<file path="config.mk">
export PLATFORM = sky130hd
export DESIGN_NAME = next_fit_slot_allocator_top
export DESIGN_NICKNAME = d
export VERILOG_FILES = /design/src/hw/rtl/nfsa_pkg.sv /design/src/hw/rtl/nfsa_scan.sv /design/src/hw/rtl/next_fit_slot_allocator_top.sv
export SDC_FILE = /design/constraint.sdc
export NUM_CORES = 1
export LEC_CHECK = 0
export ABC_AREA = 0
export BUFFER_PORTS_ARGS = -buffer_cell sky130_fd_sc_hd__buf_2
export CAP_MARGIN = 0
export CORE_ASPECT_RATIO = 1.5
export CORE_UTILIZATION = 60
export DETAILED_ROUTE_END_ITERATION = 7
export PLACE_DENSITY = 0.78
export SLEW_MARGIN = 20
export SYNTH_ARGS = -nofsm -noshare
export SYNTH_HDL_FRONTEND = slang
export SYNTH_SLANG_ARGS = --single-unit
</file>
<file path="constraint.sdc">
create_clock -name clk -period 4.8 [get_ports clk]
set_input_delay 0.24 -clock clk [delete_from_list [all_inputs] [get_ports clk]]
set_output_delay 0.24 -clock clk [all_outputs]
set_load 0.005 [all_outputs]
</file>
<file path="src/hw/rtl/nfsa_pkg.sv">
// Package: shared constants, codes and types for the next-fit slot allocator.
`timescale 1ns / 1ps

package nfsa_pkg;

	localparam int SLOTS_DEF = 64;
	localparam int SLOT_W    = 6;
	localparam int POOL_W    = 7;

	typedef enum logic [1:0] {
		ST_OK      = 2'd0,
		ST_NONE    = 2'd1,
		ST_BAD_REL = 2'd2
	} status_t;

	localparam logic OP_ACQUIRE = 1'b0;
	localparam logic OP_RELEASE = 1'b1;

	typedef struct packed {
		logic              done;
		logic              found;
		logic [SLOT_W-1:0] slot;
	} scan_res_t;

endpackage

</file>
<file path="src/hw/rtl/nfsa_scan.sv">
// Next-fit bit-serial scanner: walks the free map one slot per cycle with one compare unit.
`timescale 1ns / 1ps

module nfsa_scan #(
	parameter int SLOTS = nfsa_pkg::SLOTS_DEF,
	parameter int IW    = (SLOTS > 1) ? $clog2(SLOTS) : 1,
	parameter int PW    = $clog2(SLOTS + 1)
) (
	input  logic                clk,
	input  logic                arst_n,
	input  logic                start,
	input  logic [PW-1:0]       from,
	input  logic [PW-1:0]       pool,
	input  logic                cur_free,
	output logic                busy,
	output logic [IW-1:0]       idx,
	output nfsa_pkg::scan_res_t res
);

	typedef enum logic {
		S_IDLE,
		S_RUN
	} state_t;

	state_t              state_q;
	logic [PW-1:0]       idx_q;
	logic [PW-1:0]       from_q;
	logic                wrap_q;
	nfsa_pkg::scan_res_t res_q;

	logic          hit;
	logic [PW-1:0] idx_inc;
	logic [PW-1:0] limit;
	logic          last;

	always_comb begin
		hit     = cur_free && (idx_q < pool);
		idx_inc = idx_q + PW'(1);
		limit   = wrap_q ? from_q : pool;
		last    = (idx_inc >= limit);
	end

	always_ff @(posedge clk or negedge arst_n) begin
		if (!arst_n) begin
			state_q <= S_IDLE;
			idx_q   <= '0;
			from_q  <= '0;
			wrap_q  <= 1'b0;
			res_q   <= '0;
		end else begin
			res_q.done <= 1'b0;
			unique case (state_q)
				S_IDLE: begin
					if (start) begin
						state_q <= S_RUN;
						idx_q   <= from;
						from_q  <= from;
						wrap_q  <= 1'b0;
					end
				end
				S_RUN: begin
					priority if (hit) begin
						state_q     <= S_IDLE;
						res_q.done  <= 1'b1;
						res_q.found <= 1'b1;
						res_q.slot  <= nfsa_pkg::SLOT_W'(idx_q);
					end else if (last && (wrap_q || (from_q == '0))) begin
						state_q     <= S_IDLE;
						res_q.done  <= 1'b1;
						res_q.found <= 1'b0;
						res_q.slot  <= '0;
					end else if (last) begin
						idx_q  <= '0;
						wrap_q <= 1'b1;
					end else begin
						idx_q <= idx_inc;
					end
				end
				default: state_q <= S_IDLE;
			endcase
		end
	end

	assign busy = (state_q == S_RUN);
	assign idx  = idx_q[IW-1:0];
	assign res  = res_q;

endmodule

</file>
<file path="src/hw/rtl/next_fit_slot_allocator_top.sv">
// Top level: next-fit slot allocator with free bitmap, pointer and result register.
`timescale 1ns / 1ps
// Release: result on done the cycle after start; one release per cycle unless busy.
// Acquire: one slot tested per cycle by the scanner; done is registered from the scan
//   result (pool_size 0 scans one slot), busy high until then, one acquire at a time.
// Results are shown for one cycle and cannot be stalled.
// Async reset clears free map, pointer and pool size: no slot free, every acquire fails.

module next_fit_slot_allocator_top #(
	parameter int SLOTS = nfsa_pkg::SLOTS_DEF
) (
	input  logic                        clk,
	input  logic                        arst_n,
	input  logic                        start,
	output logic                        busy,
	input  logic                        operation,
	input  logic [nfsa_pkg::SLOT_W-1:0] slot_in,
	output logic                        done,
	output logic [1:0]                  status,
	output logic [nfsa_pkg::SLOT_W-1:0] slot_out,
	input  logic                        pool_size_valid,
	output logic                        pool_size_ready,
	input  logic [nfsa_pkg::POOL_W-1:0] pool_size
);

	localparam int IW = (SLOTS > 1) ? $clog2(SLOTS) : 1;
	localparam int PW = $clog2(SLOTS + 1);

	logic [SLOTS-1:0] free_map_q;
	logic [PW-1:0]    next_q;
	logic [PW-1:0]    pool_q;

	logic                        done_q;
	nfsa_pkg::status_t           status_q;
	logic [nfsa_pkg::SLOT_W-1:0] slot_out_q;

	logic                accept;
	logic                acq_go;
	logic                rel_go;
	logic [PW-1:0]       scan_from;
	logic                scan_busy;
	logic [IW-1:0]       scan_idx;
	nfsa_pkg::scan_res_t scan_res;
	logic                rel_bad;
	logic                cfg_we;
	logic [PW-1:0]       cfg_n;
	logic [SLOTS-1:0]    cfg_mask;

	assign accept    = start && !busy;
	assign acq_go    = accept && (operation == nfsa_pkg::OP_ACQUIRE);
	assign rel_go    = accept && (operation == nfsa_pkg::OP_RELEASE);
	assign scan_from = (next_q >= pool_q) ? '0 : next_q;
	assign rel_bad   = ({1'b0, slot_in} >= nfsa_pkg::POOL_W'(pool_q))
	                   || free_map_q[slot_in[IW-1:0]];
	assign cfg_we    = pool_size_valid && pool_size_ready;

	always_comb begin
		if (pool_size > nfsa_pkg::POOL_W'(SLOTS))
			cfg_n = PW'(SLOTS);
		else
			cfg_n = pool_size[PW-1:0];
		for (int i = 0; i < SLOTS; i++)
			cfg_mask[i] = (PW'(i) < cfg_n);
	end

	nfsa_scan #(
		.SLOTS(SLOTS),
		.IW   (IW),
		.PW   (PW)
	) u_scan (
		.clk     (clk),
		.arst_n  (arst_n),
		.start   (acq_go),
		.from    (scan_from),
		.pool    (pool_q),
		.cur_free(free_map_q[scan_idx]),
		.busy    (scan_busy),
		.idx     (scan_idx),
		.res     (scan_res)
	);

	always_ff @(posedge clk or negedge arst_n) begin
		if (!arst_n) begin
			free_map_q <= '0;
			next_q     <= '0;
			pool_q     <= '0;
			done_q     <= 1'b0;
			status_q   <= nfsa_pkg::ST_OK;
			slot_out_q <= '0;
		end else begin
			done_q <= 1'b0;
			if (cfg_we) begin
				free_map_q <= free_map_q | cfg_mask;
				pool_q     <= cfg_n;
			end
			if (acq_go)
				next_q <= scan_from;
			if (rel_go) begin
				done_q     <= 1'b1;
				slot_out_q <= '0;
				if (rel_bad) begin
					status_q <= nfsa_pkg::ST_BAD_REL;
				end else begin
					status_q                      <= nfsa_pkg::ST_OK;
					free_map_q[slot_in[IW-1:0]] <= 1'b1;
				end
			end
			if (scan_res.done) begin
				done_q <= 1'b1;
				if (scan_res.found) begin
					status_q                       <= nfsa_pkg::ST_OK;
					slot_out_q                     <= scan_res.slot;
					free_map_q[scan_res.slot[IW-1:0]] <= 1'b0;
					next_q <= PW'(scan_res.slot) + PW'(1);
				end else begin
					status_q   <= nfsa_pkg::ST_NONE;
					slot_out_q <= '0;
					next_q     <= '0;
				end
			end
		end
	end

	// hold off new words until the scan result has been written back
	assign busy            = scan_busy || scan_res.done;
	assign pool_size_ready = !busy;
	assign done            = done_q;
	assign status          = status_q;
	assign slot_out        = slot_out_q;

endmodule

</file>
# Word level (Yosys, flattened, before mapping)
# Index checks and enable logic that the tools add are counted.
[word_totals]
output_inout_bits = 11
elab_cells = 163
input_bits = 18
ff_bits = 111
[classes]
n_mux = 44
order_cmp = 74
n_bitwise = 6
n_eq_ne = 4
add_sub_neg = 2
n_reduce_logical = 20
[ops]
columns = ["cell", "count"]
rows = [
  ["$mux 64", 5],
  ["$lt 6x7->1 const A", 32],
  ["$or 64x64->64", 2],
  ["$lt 5x7->1 const A", 16],
  ["$and 64x64->64", 1],
  ["$not 64->64", 1],
  ["$mux 7", 9],
  ["$lt 4x7->1 const A", 8],
  ["$lt 3x7->1 const A", 4],
  ["$mux 8", 3],
  ["$lt 6x7->1 const B", 3],
  ["$mux 6", 3],
  ["$ge 7x7->1", 2],
  ["$lt 1x7->1 const A", 2],
  ["$lt 2x7->1 const A", 2],
  ["$mux 1", 14],
  ["$pmux 7 s2", 1],
  ["$bmux 1 s6", 2],
  ["$demux 1 s6", 2],
  ["$ge 6x1->1 const B", 2],
  ["$logic_and 1x1->1", 8],
  ["$ne 2x2->1 const B", 4],
  ["$add 6x1->7 const B", 1],
  ["$add 7x1->7 const B", 1],
  ["13 further kinds", 22],
]

# Longest topological paths before layout
[depth]
word_depth = 11
ltp_mapped = 15
depth_no_buf = 13

# Cells and area by module
# From an unflattened synthesis, not the netlist that was laid out.
[unflattened]
hier_cells = 808
area_unflattened_um2 = 7638.6
[by_module_without_submodules]
columns = ["mod", "instances", "area_each_um2", "cells_per_inst", "seq_area_each_um2"]
rows = [
  ["next_fit_slot_allocator_top", 1, 6075.8, 656, 2177.1],
  ["nfsa_scan", 1, 1562.7, 152, 600.6],
]

# Worst setup path before layout
# No wires, ideal clock.
[synth_path]
kind = "register to register"
startpoint = "register u_scan.idx_q[0]"
endpoint = "register u_scan.idx_q[0]"
t_required_ps = 4675
setup_slack_ps = 1220
stages_incl_launch_ff = 16
setup_time_ps = 125
arrival_ps = 3455
n_path_buf = 3
synth_period_minus_slack_ps = 3580
cell_sequence = "dfrtp_1 > buf_4 > buf_6 > buf_6 > nand3_1 > nor3_1 > xnor2_1 > ha_1 > a2111oi_0 > o21ai_0 > a21oi_1 > o21a_1 > a31oi_1 > a21boi_0 > clkinv_1 > mux2_2"
[synth_via]
elab_chain_cells = 6
word_cells_on_any_way = 14
classes_between = "add/sub: 1; order compare: 2; eq/ne: 2; mux: 6; reduce/logical: 3"
[synth_rtl]
columns = ["item", "line_no", "text"]
rows = [
  ["from (decl)", "nfsa_scan.sv:26", "logic [PW-1:0] idx_q;"],
  ["from (signal assigned)", "nfsa_scan.sv:56", "idx_q <= from;"],
  ["from (signal assigned)", "nfsa_scan.sv:76", "idx_q <= idx_inc;"],
  ["$add 7x1->7", "nfsa_scan.sv:38", "idx_inc = idx_q + PW'(1);"],
  ["$ge 7x7->1", "nfsa_scan.sv:40", "last = (idx_inc >= limit);"],
  ["$mux 7", "nfsa_scan.sv:72", "end else if (last) begin"],
  ["$mux 7", "nfsa_scan.sv:67", "end else if (last && (wrap_q || (from_q == '0))) begin"],
  ["$mux 7", "nfsa_scan.sv:62", "priority if (hit) begin"],
  ["$pmux 7 s2", "nfsa_scan.sv:52", "unique case (state_q)"],
]
# Several ways; a longest one is shown, not always the timed one. The select of a mux whose other input is x is not followed.
# A chain may end at the register's enable or synchronous reset.

# Final worst setup path
[layout_path]
startpoint = "register u_scan.idx_q[2]"
endpoint = "register u_scan.idx_q[1]"
# The elaborated chain is that of the path after synthesis.

==> flow_metrics.py <==
metrics = {
    "timing": {
        "maxSlewViolCount": 0,
        "max_freq_mhz": 251,
        "fin_ws_ns": 0.815,
        "period_needed_ns": 3.98,
        "hold_viol": 0,
        "fin_crit_sh_pct": 83.0,
        "tightestPinTransition_ns": 1.36,
        "holdWs_ns": 0.244,
        "finalSetupTns_ns": 0,
        "clock_skew_ns": 0.0133,
        "setup_viol": 0,
        "rsz0062_at_grt": "false",
        "slew_headroom_pct": 8.66,
    },
    "flow_run": {
        "drv_cap": 0,
    },
    "finish": {
        "fillers": 1132,
        "layout.nets": 951,
        "seq_area_um2": 2780,
        "antennaDiodeCount": 0,
        "drive_gt1_share_pct": 13.0,
        "final_cells": 1069,
        "multi_input_area_um2": 4800,
        "fin_area_um2": 8450,
        "area_growth_pct": 5.35,
    },
    "hold_path": {
        "hp-start": "pool_size[5]",
        "hold_end": "pool_q[5]",
        "hold_depth": 3,
        "hold_path_class": "in -> reg",
    },
    "floorplan": {
        "die_h_um": 144,
        "pin_count": 29,
        "start_util_pct": 61.6,
        "core_um2": 13000,
        "dieArea_um2": 13800,
        "fp.dieW_um": 96.4,
        "rows": 51,
    },
    "setup_path": {
        "reg2reg_depth": 13,
        "slowest_stage": "dfrtp_1",
        "rrSetupSlack_ns": 0.82,
        "reg2reg_from": "u_scan.idx_q[2]",
        "critPathMaxStageDelay_ns": 0.82,
        "crit_path_cell_trace": "nand3_1 -> nor3_1 -> xnor2_1 -> ha_1 -> a2111oi_0 -> nor3_1 -> a21oi_1 -> buf_4 -> o21a_1 -> a31oi_1 -> a21boi_0 -> clkinv_1 -> mux2_2",
        "r2r-end": "u_scan.idx_q[1]",
        "crit_required_ns": 5.04,
        "worst-path-max-fanout": 17,
        "crit_path_frequent_cell": "nor3_1",
        "critPathCaptureType": "flip-flop",
        "crit_type": "reg -> reg",
        "cp_data_arrival_time_ns": 4.23,
        "cp-start-kind": "flip-flop",
    },
    "synthesis": {
        "syn_inst": 914,
        "synth_nets": 960,
        "synth_ff_type": "dfrtp_1",
        "synth_top_area_share_pct": 34.6,
        "synth_edf_count": 0,
        "synth_seq_cells": 111,
        "syn_area_um2": 8020,
        "synth.top_cells.by_count": "116 x a21oi_1, 111 x dfrtp_1, 83 x nor2_1",
        "async_flop_share_pct": 100,
        "syn-mean-instance-area_um2": 8.78,
        "ys_warn_count": 0,
        "synth.distinct_cells": 72,
        "synth-seq-area-share_pct": 34.6,
        "synth_top_cell_by_area": "dfrtp_1",
        "synthTopCellsByArea": "dfrtp_1 35%, a21oi_1 7.2%, ha_1 4.4%",
        "synth_most_common_cell": "a21oi_1",
    },
    "placed_design": {
        "dp_hpwl_um": 21900,
        "dp_slack_ns": 1.01,
        "place_congestion": 1.05,
        "io_buffers": 28,
        "placed_area_um2": 8150,
        "dp.cells": 1052,
    },
    "outcome": {
        "outcome": "complete, but fails checks",
        "violations": "design-rule violations",
    },
    "routing": {
        "drcViolationCount": 6,
        "drtIter0Drc": 799,
        "post_drt_wl_per_cell_um": 27.8,
        "antenna_left": 0,
        "totalWireLength_um": 29800,
        "num_vias": 7899,
        "drt-vias-per-instance": 7.39,
        "drt_pass1_iterations": 8,
    },
    "power": {
        "p_sw_share_pct": 46.3,
        "pwr-share-comb_pct": 48.4,
        "p_leak_nw": 3.37,
        "seqPwrFrac_pct": 34.4,
        "p_switching_mw": 2.05,
        "p_int_mw": 2.37,
        "vdd.ir_drop.worst_uv": 258,
        "clkPwrFrac_pct": 17.1,
        "cellPowerDensity_nw_per_um2": 523,
    },
    "clocking": {
        "htreeDepth": 3,
        "post_cts_buffers": 0,
        "post_cts_resized": 0,
        "cts_sinks": 111,
        "clockBufferDepth": 2,
        "clk_pin_slew_worst_paths_ns": 0.08,
        "worst_skew_pair.late_latency_ns": 0.36,
        "cts_buffers": 9,
        "postCtsHoldBufs": 1,
        "cts_tree": "done",
        "clockRootBuffer": "clkbuf_16",
    },
    "grt": {
        "antenna_found_initial": 0,
        "grt_use_total_pct": 45.8,
        "grt_pass1_vias": 7804,
        "grt_max_degree": 64,
        "grt_pass1_wl_um": 45700,
        "grt_overflow": 0,
    },
}
-- registers in the layout (all words and copies together), names as in the netlist --
register	count
done	1
free_map_q	64
pool_q	7
next_q	7
u_scan.wrap_q	1
u_scan.res	8
u_scan.from_q	7
u_scan.idx_q	7
u_scan.busy	1
slot_out	6
status	2
-- placed cells by master (no fill, tap or decap), types with 6 or more instances in the layout --
master / instances
o31ai_1: 13
nor2_1: 83
mux4_2: 14
nand3_1: 29
a21oi_1: 116
nor3_1: 21
nor2b_1: 16
or2_2: 10
and2_1: 10
a22o_1: 13
and3_1: 8
ha_1: 28
buf_4: 16
nand2_1: 76
nand2b_1: 12
a21o_1: 6
o32ai_1: 12
nor4_1: 6
a211o_1: 6
nand4_1: 31
mux2_2: 10
nand3b_1: 8
mux2i_1: 32
o2bb2ai_1: 11
buf_2: 27
o21ai_0: 32
a211oi_1: 17
clkbuf_16: 9
dfrtp_1: 111
inv_1: 28
-- logic make-up after synthesis --
family,Yosys count,share of synthesized area [%]
and+or+nand+nor,330,21.4
adders and majority gates,28,4.37
xor gates and xnor gates,7,0.764
AOI/OAI and AO/OA,283,23.4
buffers and inverters,96,5.62
muxes,59,9.89
DFF,111,34.6
-- power by group through the flow --
stage | clock network, mW | logic, mW | registers [mW]
after global placement | 0 | 2.00 | 1.51
after detailed placement | 0 | 2.07 | 1.52
after CTS | 0.759 | 2.08 | 1.51
after floorplan | 0 | 1.62 | 1.32
after global routing | 0.789 | 2.33 | 1.55
final | 0.758 | 2.14 | 1.52
-- cell type report --
type	instances	share of cell area (%)
Clock buffer	9	2.67
Clock inverter	7	0.755
Tap cell	159	2.35
Timing Repair Buffer	44	3.14
Sequential cell	111	32.9
Multi-Input combinational cell	707	56.8
Inverter	32	1.42
-- critical path, delay by kind of cell (launching register included) --
family | cells | cell delay (ns)
XOR/XNOR | 1 | 0.19
AND/OR/NAND/NOR | 3 | 0.57
adder cells (fa/ha/maj) | 1 | 0.30
buffers and inverters | 2 | 0.41
AO/OA/AOI/OAI | 5 | 1.21
multiplexers | 1 | 0.36
flip-flops | 1 | 0.82
-- routing by layer --
metal,vias up,routed length (µm),track usage [%]
met5,-,0,0
met4,0,2810,35.2
met3,177,3110,11.0
met2,558,13700,71.3
met1,3756,10200,53.6
li1,3408,-,-
-- worst max-delay path by stage --
stage,start,to
2_1_floorplan,u_scan.idx_q[0],u_scan.idx_q[0]
3_3_place_gp,u_scan.idx_q[2],u_scan.idx_q[5]
3_5_place_dp,u_scan.idx_q[2],u_scan.idx_q[0]
4_1_cts,u_scan.idx_q[1],u_scan.idx_q[1]
5_1_grt,u_scan.idx_q[2],u_scan.idx_q[6]
6_report,u_scan.idx_q[2],u_scan.idx_q[1]
-- through the flow --
step | utilization [%] | power, mW
final | 64.9 | 4.42
after global routing | 64.9 | 4.67
after CTS | 64.9 | 4.34
after detailed placement | 62.6 | 3.59
after global placement | 62.6 | 3.51
after floorplan | - | 2.94
Power figures use the tool's default switching activity.
